## src/rtl/core/cmt_pkg.sv

```systemverilog
`timescale 1ns / 1ps
`default_nettype none

package cmt_pkg;

  // Width of the operation code and of the status code.
  localparam int unsigned OP_BITS     = 3;
  localparam int unsigned STATUS_BITS = 2;

  // Request operations.
  typedef enum logic [OP_BITS-1:0] {
    OP_ADD    = 3'd0,
    OP_REMOVE = 3'd1,
    OP_SUB    = 3'd2,
    OP_LOOKUP = 3'd3,
    OP_READ   = 3'd4
  } op_e;

  // Result status codes.
  typedef enum logic [STATUS_BITS-1:0] {
    ST_OK        = 2'd0,
    ST_NOT_FOUND = 2'd1,
    ST_FULL      = 2'd2,
    ST_UNDERFLOW = 2'd3
  } status_e;

  // Update broadcast to the row of cells.
  typedef enum logic [1:0] {
    CELL_HOLD   = 2'd0,
    CELL_COUNT  = 2'd1,
    CELL_APPEND = 2'd2,
    CELL_DELETE = 2'd3
  } cell_op_e;

endpackage : cmt_pkg

`default_nettype wire

```

## src/rtl/core/cmt_cell.sv

```systemverilog
`timescale 1ns / 1ps
`default_nettype none

// One table position: holds a key and its count, flags a hit on the
// current request and takes its neighbour's entry when it or an earlier one is deleted.
module cmt_cell
  import cmt_pkg::*;
#(
  parameter int unsigned KEY_BITS   = 16,
  parameter int unsigned COUNT_BITS = 16,
  parameter int unsigned IDX_BITS   = 4,
  parameter int unsigned TOTAL_BITS = 5,
  parameter int unsigned INDEX      = 0
) (
  input  wire logic                  clk_i,
  input  wire logic                  rst_ni,
  input  wire logic                  load_i,
  input  wire logic                  by_index_i,
  input  wire logic [KEY_BITS-1:0]   req_key_i,
  input  wire logic [IDX_BITS-1:0]   req_idx_i,
  input  wire logic [TOTAL_BITS-1:0] total_i,
  input  wire cell_op_e              cmd_i,
  input  wire logic [IDX_BITS-1:0]   pos_i,
  input  wire logic [KEY_BITS-1:0]   wkey_i,
  input  wire logic [COUNT_BITS-1:0] wcount_i,
  input  wire logic [KEY_BITS-1:0]   next_key_i,
  input  wire logic [COUNT_BITS-1:0] next_count_i,
  output logic                       sel_o,
  output logic [KEY_BITS-1:0]        key_o,
  output logic [COUNT_BITS-1:0]      count_o
);

  localparam logic [IDX_BITS-1:0]   MyIdx   = IDX_BITS'(INDEX);
  localparam logic [TOTAL_BITS-1:0] MyTotal = TOTAL_BITS'(INDEX);

  logic                  sel_q;
  logic [KEY_BITS-1:0]   key_q;
  logic [COUNT_BITS-1:0] count_q;
  logic                  live;
  logic                  sel_d;

  // A position holds a live entry only below the entry total.
  assign live  = (MyTotal < total_i);
  assign sel_d = live & (by_index_i ? (req_idx_i == MyIdx) : (req_key_i == key_q));

  // The hit flag is captured when a request is transferred in.
  always_ff @(posedge clk_i or negedge rst_ni) begin
    if (!rst_ni) begin
      sel_q <= 1'b0;
    end else if (load_i) begin
      sel_q <= sel_d;
    end
  end

  // Entry update: count write, append, or shift down from the neighbour.
  always_ff @(posedge clk_i) begin
    case (cmd_i)
      CELL_COUNT: begin
        if (pos_i == MyIdx) begin
          count_q <= wcount_i;
        end
      end
      CELL_APPEND: begin
        if (pos_i == MyIdx) begin
          key_q   <= wkey_i;
          count_q <= wcount_i;
        end
      end
      CELL_DELETE: begin
        if (MyIdx >= pos_i) begin
          key_q   <= next_key_i;
          count_q <= next_count_i;
        end
      end
      default: begin
      end
    endcase
  end

  assign sel_o   = sel_q;
  assign key_o   = key_q;
  assign count_o = count_q;

endmodule : cmt_cell

`default_nettype wire

```

## src/rtl/core/counted_multiset_table.sv

```systemverilog
`timescale 1ns / 1ps
`default_nettype none

// Channel   Signals                                          Direction  Handshake
// request   start_i, op_i, key_i, amount_i, index_i          in         start_i && !busy_o
// result    done_o, found_o, key_out_o, count_out_o,
//           entries_o, status_o                              out        done_o, one cycle
//
// For every request, in the transfer cycle each cell compares its
// stored key (or its position) and registers a hit flag; in the next cycle the
// hit entry is read out of the row, the update is broadcast to the cells and the
// result is registered. The result strobe is high in the following cycle, in
// which a new request may already be transferred. The receiver cannot stall.
// Reset clears the entry total and the control; stored keys and counts are not
// cleared and are only read below the entry total.
module counted_multiset_table
  import cmt_pkg::*;
#(
  parameter int unsigned TABLE_DEPTH = 16,
  parameter int unsigned KEY_BITS    = 16,
  parameter int unsigned COUNT_BITS  = 16
) (
  input  wire logic                                clk_i,
  input  wire logic                                rst_ni,
  input  wire logic                                start_i,
  output logic                                     busy_o,
  input  wire logic [OP_BITS-1:0]                  op_i,
  input  wire logic [KEY_BITS-1:0]                 key_i,
  input  wire logic [COUNT_BITS-1:0]               amount_i,
  input  wire logic [$clog2(TABLE_DEPTH)-1:0]      index_i,
  output logic                                     done_o,
  output logic                                     found_o,
  output logic [KEY_BITS-1:0]                      key_out_o,
  output logic [COUNT_BITS-1:0]                    count_out_o,
  output logic [$clog2(TABLE_DEPTH+1)-1:0]         entries_o,
  output logic [STATUS_BITS-1:0]                   status_o
);

  localparam int unsigned IDX_BITS   = $clog2(TABLE_DEPTH);
  localparam int unsigned TOTAL_BITS = $clog2(TABLE_DEPTH + 1);
  localparam logic [TOTAL_BITS-1:0] FullTotal = TOTAL_BITS'(TABLE_DEPTH);

  typedef enum logic {
    S_IDLE,
    S_APPLY
  } state_e;

  state_e                  state_q;
  op_e                     op_q;
  logic [KEY_BITS-1:0]     key_q;
  logic [COUNT_BITS-1:0]   amount_q;
  logic [TOTAL_BITS-1:0]   total_q, total_d;
  logic                    done_q;
  logic                    found_q, found_d;
  logic [KEY_BITS-1:0]     key_out_q, key_out_d;
  logic [COUNT_BITS-1:0]   count_out_q, count_out_d;
  status_e                 status_q, status_d;

  logic                    load;
  logic                    by_index;
  cell_op_e                cmd;
  logic [IDX_BITS-1:0]     cmd_pos;
  logic [COUNT_BITS-1:0]   cmd_count;

  logic [TABLE_DEPTH-1:0]  sel;
  logic [KEY_BITS-1:0]     cell_key   [TABLE_DEPTH];
  logic [COUNT_BITS-1:0]   cell_count [TABLE_DEPTH];

  logic                    hit;
  logic [IDX_BITS-1:0]     hit_pos;
  logic [KEY_BITS-1:0]     hit_key;
  logic [COUNT_BITS-1:0]   hit_count;
  logic [COUNT_BITS:0]     sum;

  assign load     = start_i && (state_q == S_IDLE);
  assign by_index = (op_e'(op_i) == OP_READ);

  // The row of cells; on a delete, each cell at or above the deleted position takes its upper neighbour's entry.
  for (genvar i = 0; i < TABLE_DEPTH; i++) begin : g_cell
    logic [KEY_BITS-1:0]   nkey;
    logic [COUNT_BITS-1:0] ncount;
    if (i + 1 < TABLE_DEPTH) begin : g_mid
      assign nkey   = cell_key[i+1];
      assign ncount = cell_count[i+1];
    end else begin : g_last
      assign nkey   = cell_key[i];
      assign ncount = cell_count[i];
    end
    cmt_cell #(
      .KEY_BITS  (KEY_BITS),
      .COUNT_BITS(COUNT_BITS),
      .IDX_BITS  (IDX_BITS),
      .TOTAL_BITS(TOTAL_BITS),
      .INDEX     (i)
    ) u_cell (
      .clk_i       (clk_i),
      .rst_ni      (rst_ni),
      .load_i      (load),
      .by_index_i  (by_index),
      .req_key_i   (key_i),
      .req_idx_i   (index_i),
      .total_i     (total_q),
      .cmd_i       (cmd),
      .pos_i       (cmd_pos),
      .wkey_i      (key_q),
      .wcount_i    (cmd_count),
      .next_key_i  (nkey),
      .next_count_i(ncount),
      .sel_o       (sel[i]),
      .key_o       (cell_key[i]),
      .count_o     (cell_count[i])
    );
  end

  // At most one cell is flagged, so its position and entry are gathered by OR.
  always_comb begin
    hit_pos   = '0;
    hit_key   = '0;
    hit_count = '0;
    for (int i = 0; i < TABLE_DEPTH; i++) begin
      if (sel[i]) begin
        hit_pos   = hit_pos | IDX_BITS'(i);
        hit_key   = hit_key | cell_key[i];
        hit_count = hit_count | cell_count[i];
      end
    end
  end

  assign hit = |sel;
  assign sum = {1'b0, hit_count} + {1'b0, amount_q};

  // Work out the result and the update of the row for the request held.
  always_comb begin
    cmd         = CELL_HOLD;
    cmd_pos     = hit_pos;
    cmd_count   = '0;
    total_d     = total_q;
    found_d     = 1'b0;
    key_out_d   = key_q;
    count_out_d = '0;
    status_d    = ST_OK;
    case (op_q)
      OP_ADD: begin
        if (hit) begin
          cmd         = CELL_COUNT;
          cmd_count   = sum[COUNT_BITS] ? '1 : sum[COUNT_BITS-1:0];
          found_d     = 1'b1;
          count_out_d = cmd_count;
        end else if (total_q < FullTotal) begin
          cmd         = CELL_APPEND;
          cmd_pos     = total_q[IDX_BITS-1:0];
          cmd_count   = amount_q;
          total_d     = total_q + 1'b1;
          found_d     = 1'b1;
          count_out_d = amount_q;
        end else begin
          status_d = ST_FULL;
        end
      end
      OP_REMOVE: begin
        if (!hit) begin
          status_d = ST_NOT_FOUND;
        end else if (hit_count > COUNT_BITS'(1)) begin
          cmd         = CELL_COUNT;
          cmd_count   = hit_count - 1'b1;
          found_d     = 1'b1;
          count_out_d = cmd_count;
        end else begin
          cmd     = CELL_DELETE;
          total_d = total_q - 1'b1;
          found_d = 1'b1;
        end
      end
      OP_SUB: begin
        if (!hit) begin
          status_d = ST_NOT_FOUND;
        end else begin
          cmd     = CELL_COUNT;
          found_d = 1'b1;
          if (hit_count >= amount_q) begin
            cmd_count = hit_count - amount_q;
          end else begin
            status_d = ST_UNDERFLOW;
          end
          count_out_d = cmd_count;
        end
      end
      OP_LOOKUP: begin
        if (hit) begin
          found_d     = 1'b1;
          count_out_d = hit_count;
        end else begin
          status_d = ST_NOT_FOUND;
        end
      end
      OP_READ: begin
        if (hit) begin
          found_d     = 1'b1;
          key_out_d   = hit_key;
          count_out_d = hit_count;
        end else begin
          key_out_d = '0;
          status_d  = ST_NOT_FOUND;
        end
      end
      default: begin
        key_out_d = '0;
      end
    endcase
    if (state_q != S_APPLY) begin
      cmd = CELL_HOLD;
    end
  end

  // Sequencer, request registers and registered result.
  always_ff @(posedge clk_i or negedge rst_ni) begin
    if (!rst_ni) begin
      state_q     <= S_IDLE;
      op_q        <= OP_ADD;
      key_q       <= '0;
      amount_q    <= '0;
      total_q     <= '0;
      done_q      <= 1'b0;
      found_q     <= 1'b0;
      key_out_q   <= '0;
      count_out_q <= '0;
      status_q    <= ST_OK;
    end else begin
      done_q <= 1'b0;
      case (state_q)
        S_IDLE: begin
          if (start_i) begin
            op_q     <= op_e'(op_i);
            key_q    <= key_i;
            amount_q <= amount_i;
            state_q  <= S_APPLY;
          end
        end
        S_APPLY: begin
          total_q     <= total_d;
          done_q      <= 1'b1;
          found_q     <= found_d;
          key_out_q   <= key_out_d;
          count_out_q <= count_out_d;
          status_q    <= status_d;
          state_q     <= S_IDLE;
        end
        default: begin
          state_q <= S_IDLE;
        end
      endcase
    end
  end

  assign busy_o      = (state_q == S_APPLY);
  assign done_o      = done_q;
  assign found_o     = found_q;
  assign key_out_o   = key_out_q;
  assign count_out_o = count_out_q;
  assign entries_o   = total_q;
  assign status_o    = status_q;

endmodule : counted_multiset_table

`default_nettype wire

```

## config.mk

```make
export PLATFORM = sky130hd
export DESIGN_NAME = counted_multiset_table
export DESIGN_NICKNAME = d
export VERILOG_FILES = /design/src/rtl/core/cmt_pkg.sv /design/src/rtl/core/cmt_cell.sv /design/src/rtl/core/counted_multiset_table.sv
export SDC_FILE = /design/constraint.sdc
export NUM_CORES = 1
export LEC_CHECK = 0
export BUFFER_PORTS_ARGS = -buffer_cell sky130_fd_sc_hd__buf_2
export CORE_UTILIZATION = 45
export DETAILED_ROUTE_END_ITERATION = 7
export HOLD_SLACK_MARGIN = 0.05
export PLACE_DENSITY = 0.6
export SYNTH_ARGS = -nofsm -noshare
export SYNTH_HDL_FRONTEND = slang
export SYNTH_SLANG_ARGS = --single-unit
```

## constraint.sdc

```tcl
create_clock -name clk_i -period 7.02 [get_ports clk_i]
set_input_delay 0.351 -clock clk_i [delete_from_list [all_inputs] [get_ports clk_i]]
set_output_delay 0.351 -clock clk_i [all_outputs]
set_load 0.02 [all_outputs]
```

# After elaboration in Yosys (flattened, before gate mapping)
# Cells that the tools add are included.
totals:
  word_cells: 487
  register_bits: 605
  inputBits: 42
  output_inout_bits: 42
classes:
  n_reduce_logical: 47
  addsub: 5
  n_mux: 193
  order_cmp: 34
  bitwise: 47
  eq_ne: 103
op_table:
  columns: ["cell", "n"]
  rows:
  - ["$mux 16", 101]
  - ["$pmux 16 s2", 31]
  - ["$or 16x16->16", 30]
  - ["$eq 16x16->1", 16]
  - ["$ne 2x1->1 const B", 45]
  - ["$reduce_and 3->1", 30]
  - ["$eq 4x4->1 const B", 16]
  - ["$pmux 16 s4", 1]
  - ["$pmux 16 s3", 1]
  - ["$mux 4", 11]
  - ["$lt 4x5->1 const A", 8]
  - ["$eq 4x3->1 const B", 8]
  - ["$ge 4x4->1 const A", 7]
  - ["$mux 1", 24]
  - ["$mux 2", 11]
  - ["$lt 3x5->1 const A", 4]
  - ["$mux 5", 4]
  - ["$add 16x16->17", 1]
  - ["$and 1x1->1", 16]
  - ["$eq 4x2->1 const B", 4]
  - ["$ge 16x16->1", 1]
  - ["$ge 3x4->1 const A", 4]
  - ["$gt 16x1->1 const B", 1]
  - ["$reduce_or 16->1", 1]
  - ["other kinds (30)", 53]

# Depth between registers and ports, before layout
depth:
  ltp_word: 40
  ltp_mapped: 19
  mapped_depth_nobuf: 14

# By module
# From an unflattened synthesis, not the netlist that was laid out.
unflattened:
  cells_unflattened: 2787
  hier_area_um2: 35624.2
by_module_without_submodules:
  columns: ["module", "area_per_inst_um2", "cells_per_inst", "instances"]
  rows:
  - ["counted_multiset_table", 8966.1, 1075, 1]
  - ["cmt_cell at g_cell[8].u_cell", 1696.6, 105, 1]
  - ["cmt_cell at g_cell[6].u_cell", 1686.6, 108, 1]
  - ["cmt_cell at g_cell[5].u_cell", 1679.1, 107, 1]
  - ["cmt_cell at g_cell[9].u_cell", 1675.4, 110, 1]
  - ["cmt_cell at g_cell[10].u_cell", 1672.9, 111, 1]
  - ["cmt_cell at g_cell[12].u_cell", 1670.4, 111, 1]
  - ["cmt_cell at g_cell[4].u_cell", 1669.1, 109, 1]
  - ["cmt_cell at g_cell[2].u_cell", 1667.8, 105, 1]
  - ["cmt_cell at g_cell[3].u_cell", 1667.8, 107, 1]
  - ["cmt_cell at g_cell[14].u_cell", 1665.3, 107, 1]
  - ["cmt_cell at g_cell[13].u_cell", 1664.1, 107, 1]
  - ["cmt_cell at g_cell[11].u_cell", 1657.8, 106, 1]
  - ["cmt_cell at g_cell[1].u_cell", 1656.6, 104, 1]
  - ["+3 rows", null, null, null]

# Worst setup path before layout
# Ideal clock, no wire load.
synth_path:
  kind: "reg2reg"
  start: "reg g_cell[2].u_cell.sel_q"
  end: "reg g_cell[6].u_cell.key_q[0] (enable)"
  arrival_ps: 6079
  period_less_slack_ps: 6557
  required_time_ps: 6542
  setup_slack_ps: 463
  path_stages_with_launch: 16
  path_cell_list: "dfrtp_1 buf_2 buf_6 clkbuf_1 a221oi_1 and4_1 ha_1 o2111a_2 a31oi_1 nand2b_1 inv_1 ha_1 clkbuf_1 buf_1 nor2_1 a2111oi_0"
synth_between:
  elab_chain_len: 35
synth_rtl:
  columns: ["element", "line", "text"]
  rows:
  - ["from (decl)", "cmt_cell.sv:36", "logic sel_q;"]
  - ["from (signal assigned)", "cmt_cell.sv:51", "sel_q <= sel_d;"]
  - ["$mux 16", "counted_multiset_table.sv:121", "if (sel[i]) begin"]
  - ["$or 16x16->16", "counted_multiset_table.sv:124", "hit_count = hit_count | cell_count[i];"]
  - ["$mux 16", "counted_multiset_table.sv:121", null]
  - ["$or 16x16->16", "counted_multiset_table.sv:124", null]
  - ["$mux 16", "counted_multiset_table.sv:121", null]
  - ["$or 16x16->16", "counted_multiset_table.sv:124", null]
  - ["$mux 16", "counted_multiset_table.sv:121", null]
  - ["$or 16x16->16", "counted_multiset_table.sv:124", null]
  - ["[... 19 more ...]", null, null]
  - ["$gt 16x1->1", "counted_multiset_table.sv:163", "end else if (hit_count > COUNT_BITS'(1)) begin"]
  - ["$mux 2", "counted_multiset_table.sv:163", null]
  - ["$mux 2", "counted_multiset_table.sv:161", "if (!hit) begin"]
  - ["$pmux 2 s3", "counted_multiset_table.sv:142", "case (op_q)"]
  - ["$mux 2", "counted_multiset_table.sv:210", "if (state_q != S_APPLY) begin"]
  - ["$eq 2x2->1", "cmt_cell.sv:57", "case (cmd_i)"]
  - ["$ne 2x1->1 (no line) / $reduce_bool 2->1 (equally long branches)", null, null]
  - ["$reduce_and 3->1 (no line) (*)", null, null]
  - ["to (signal assigned)", "cmt_cell.sv:65", "key_q <= wkey_i;"]
  - ["to (signal assigned)", "cmt_cell.sv:71", "key_q <= next_key_i;"]
  - ["to (decl)", "cmt_cell.sv:37", "logic [KEY_BITS-1:0] key_q;"]
# Mark *: on every way between the ends. The rest lies on a longest branch, timed or not.
# A chain may end at the register's enable or synchronous reset.

# Final worst setup path
layout_path:
  start: "reg g_cell[5].u_cell.sel_q"
  end: "reg g_cell[8].u_cell.count_q[6], data pin"
layout_between:
  elab_chain_len: 29
layout_rtl:
  columns: ["element", "line", "text"]
  rows:
  - ["from (decl)", "cmt_cell.sv:36", null]
  - ["from (signal assigned)", "cmt_cell.sv:51", null]
  - ["$mux 16", "counted_multiset_table.sv:121", null]
  - ["$or 16x16->16", "counted_multiset_table.sv:124", null]
  - ["$mux 16", "counted_multiset_table.sv:121", null]
  - ["$or 16x16->16", "counted_multiset_table.sv:124", null]
  - ["$mux 16", "counted_multiset_table.sv:121", null]
  - ["$or 16x16->16", "counted_multiset_table.sv:124", null]
  - ["$mux 16", "counted_multiset_table.sv:121", null]
  - ["$or 16x16->16", "counted_multiset_table.sv:124", null]
  - ["[... 13 more ...]", null, null]
  - ["$gt 16x1->1", "counted_multiset_table.sv:163", null]
  - ["$mux 2", "counted_multiset_table.sv:163", null]
  - ["$mux 2", "counted_multiset_table.sv:161", null]
  - ["$pmux 2 s3", "counted_multiset_table.sv:142", null]
  - ["$mux 2", "counted_multiset_table.sv:210", null]
  - ["$eq 2x1->1 / $eq 2x2->1 (equally long branches)", "cmt_cell.sv:57", null]
  - ["$reduce_or 2->1 (no line)", null, null]
  - ["$pmux 16 s2 (*)", "cmt_cell.sv:57", null]
  - ["to (signal assigned)", "cmt_cell.sv:60", "count_q <= wcount_i;"]
  - ["to (signal assigned)", "cmt_cell.sv:66", "count_q <= wcount_i;"]
  - ["to (signal assigned)", "cmt_cell.sv:72", "count_q <= next_count_i;"]
  - ["to (decl)", "cmt_cell.sv:38", "logic [COUNT_BITS-1:0] count_q;"]
# Mark *: on every way between the ends. The rest lies on a longest branch, timed or not. The select of a mux whose other input is x is not followed.

==> out/qor.txt <==
Net Count, Synth = 3390
Dpl cells = 4170
DRT Wirelength = 127700 µm
Clock Tree Buf Depth = 3
Starting Density = 45.63%
Part of the cycle the worst path needs = 86.99%
Total congestion overflow = 0
Row count = 99
Startpoint Class = flop
Max Cap Viol = 0
CP endpoint kind = flop
Power per cell area = 263.5 nW/µm²
Post-route cell area = 37070 µm²
Chip Height = 274.2 µm
Die Wd = 274.2 µm
Most frequent cells in the layout = nand2_1 (664), edfxtp_1 (512), a21oi_1 (281)
Async SR Flop Fraction = 15.37%
Violation count after the first detailed-route iteration = 3550
Most common cell after layout, fill and taps aside = nand2_1
Dpl cell area = 34600 µm²
CP Class = flop to flop
Primary FF master, synth = edfxtp_1
Fin util = 50.72%
Worst-skew pair later-pin latency = 640 ps
Syn avg cell area = 10.09 µm²
Tightest Pin Transition = 1272 ps
Worst rel slew slack = 15.18%
Area Growth Syn to Fin = 11.15%
RSZ-0062 raised after global routing = no
RD Place Congestion = 1.012
Routed len/inst = 29.56 µm
Synth Instances = 3304
Synth top area share = 46.10%
DRT Pass-1 Iters = 8
Largest net degree at the start of global routing = 220
Vias in the first global route = 26.58k
Detailed Place HPWL = 84030 µm
GR met1 Demand/Resource = 42.80%
Core area = 73080 µm²
Seq/Total Area, Yosys = 53.08%
TritonCTS Buffers = 70
Clk_skew = 23.97 ps
Reg2reg setup slack = 910 ps
Avg Vias per Cell = 6.343
# H-tree levels = 3
# DRC = 2
CTS tree = done
Flops & latches, synth = 605
Slew Limit Fails = 0
Tot GR Track Use = 33.83%
Antenna Nets Post-Route = 0
Clock root cell = clkbuf_16
Mapped Area = 33350 µm²
Total die area = 75200 µm²
Hold Crit Class = input pin to flop
Hold Crit Depth = 3
Leading post-synthesis cells by cell area = edfxtp_1 (46%), nand2_1 (7.5%), dfrtp_1 (7.0%), xor2_1 (6.4%), a21oi_1 (4.5%)
Register-to-Register Path Depth = 13
Worst Path Max Fanout = 19
Critical path arrival = 6430 ps
CP Data Required Time = 7340 ps
Hold Vio Cnt, Final = 0
Fin Hold WS = 163.2 ps
Via count = 27.41k
Fin cells = 4321
Netlist cell types = 84
TritonCTS Sinks = 605
Worst vdd ir = 182.0 µV
Top Usage Layer GRT = met2
GR Layer Usage met3 = 6.314%
Port Buf Inserts = 83
# setup viols final = 0
Final nets = 3389
Outcome = finished with violations
Failing checks = design-rule violations
Yosys top cell by area = edfxtp_1
First-pass GRT wire length = 183600 µm
YS warnings = 0
GRT met2 Usage = 52.47%
Share of cells above drive strength 1 = 11.11%
Total negative slack = 0 ps
Clock-pin slew on the worst setup and hold paths = 60 ps
Tmin final = 6107 ps
Fmax = 163.7 MHz
EDFF count, synth = 512
Leak = 14.95 nW
Top Ports = 84
Initial antenna violation count = 3
==> layout make-up <==
type                            instances  area (µm²)
Tap cell                              959        1200
Clock inverter                         36       364.1
Inverter                              267        1002
Fill cell                            6635       36010
Sequential cell                       605       17720
Clock buffer                           91        1893
Timing Repair Buffer                  183        1231
Antenna cell                            4       10.01
Multi-Input combinational cell       2176       13640
==> critical path: stages (launching register included) <==
cell	delay, ps
dfrtp_2	670
buf_4	390
a221oi_1	360
and4_1	530
inv_1	200
fa_1	460
nor2b_1	170
o211ai_1	280
a31oi_1	190
o311ai_0	640
o31a_1	460
nand2_1	380
a2111oi_4	950
a21oi_1	90
==> metrics by stage <==
stage	setup WS, ps	power, W
6_report	913.0	0.009769
5_1_grt	554.0	0.01006
4_1_cts	1004	0.009757
3_5_place_dp	1029	0.006094
2_1_floorplan	462.8	0.005478
3_3_place_gp	1309	0.006065
==> cell usage after synthesis (42+ instances only) <==
cell type	n
edfxtp_1	512
inv_1	265
a22o_1	102
nor2_1	104
xor2_1	244
dfrtp_1	93
nand2_1	665
a31oi_1	55
nor4_1	72
ha_1	42
a21oi_1	298
a22oi_1	59
clkbuf_1	169
a221oi_1	101
buf_2	43
o21ai_0	54
==> cells by family after synthesis <==
group           after synthesis  share of synthesized area, %
flops                       605                         53.08
fa+ha+maj                    44                         1.696
mux                           4                        0.1238
simple gates               1015                         13.61
buf+inv                     523                         6.543
compound gates              835                         17.65
xor+xnor                    278                         7.301
==> repair_timing <==
item	4_1_cts	5_1_grt
setup buffers	0	0
gates resized for setup	0	0
endpoints found under the hold margin	56	0
hold buffers	20	0
==> where the power goes <==
part | internal [W] | switching, W | total, W
logic | 0.000510 | 0.00115 | 0.00165
clock network | 0.00214 | 0.00156 | 0.00370
registers | 0.00420 | 0.000216 | 0.00441
total | 0.00684 | 0.00293 | 0.00977
==> metal layers <==
layer,vias to the layer above,wire [µm]
li1,11820,-
met1,13360,47880
met2,1787,57660
met3,438,12020
met4,0,10160
met5,-,0
==> worst paths after layout <==
kind,startpoint,endpoint
setup / recovery,g_cell[5].u_cell.sel_o,g_cell[8].u_cell.count_o[6]
hold / removal,key_i[2],key_q[2]
hold reg to reg,status_o[1],status_o[1]
min in group asynchronous,rst_ni,key_out_o[9]
setup reg to reg,g_cell[5].u_cell.sel_o,g_cell[8].u_cell.count_o[6]
max in group asynchronous,rst_ni,busy_o
==> sequential cells by signal (all words and copies together), names as in the netlist, 3 cells and up <==
signal / cells
g_cell.u_cell.count_o: 256
g_cell.u_cell.key_o: 256
amount_q: 16
count_out_o: 16
g_cell.u_cell.sel_o: 16
key_out_o: 16
key_q: 16
entries_o: 5
op_q: 3
(Power assumes the default switching activity.)
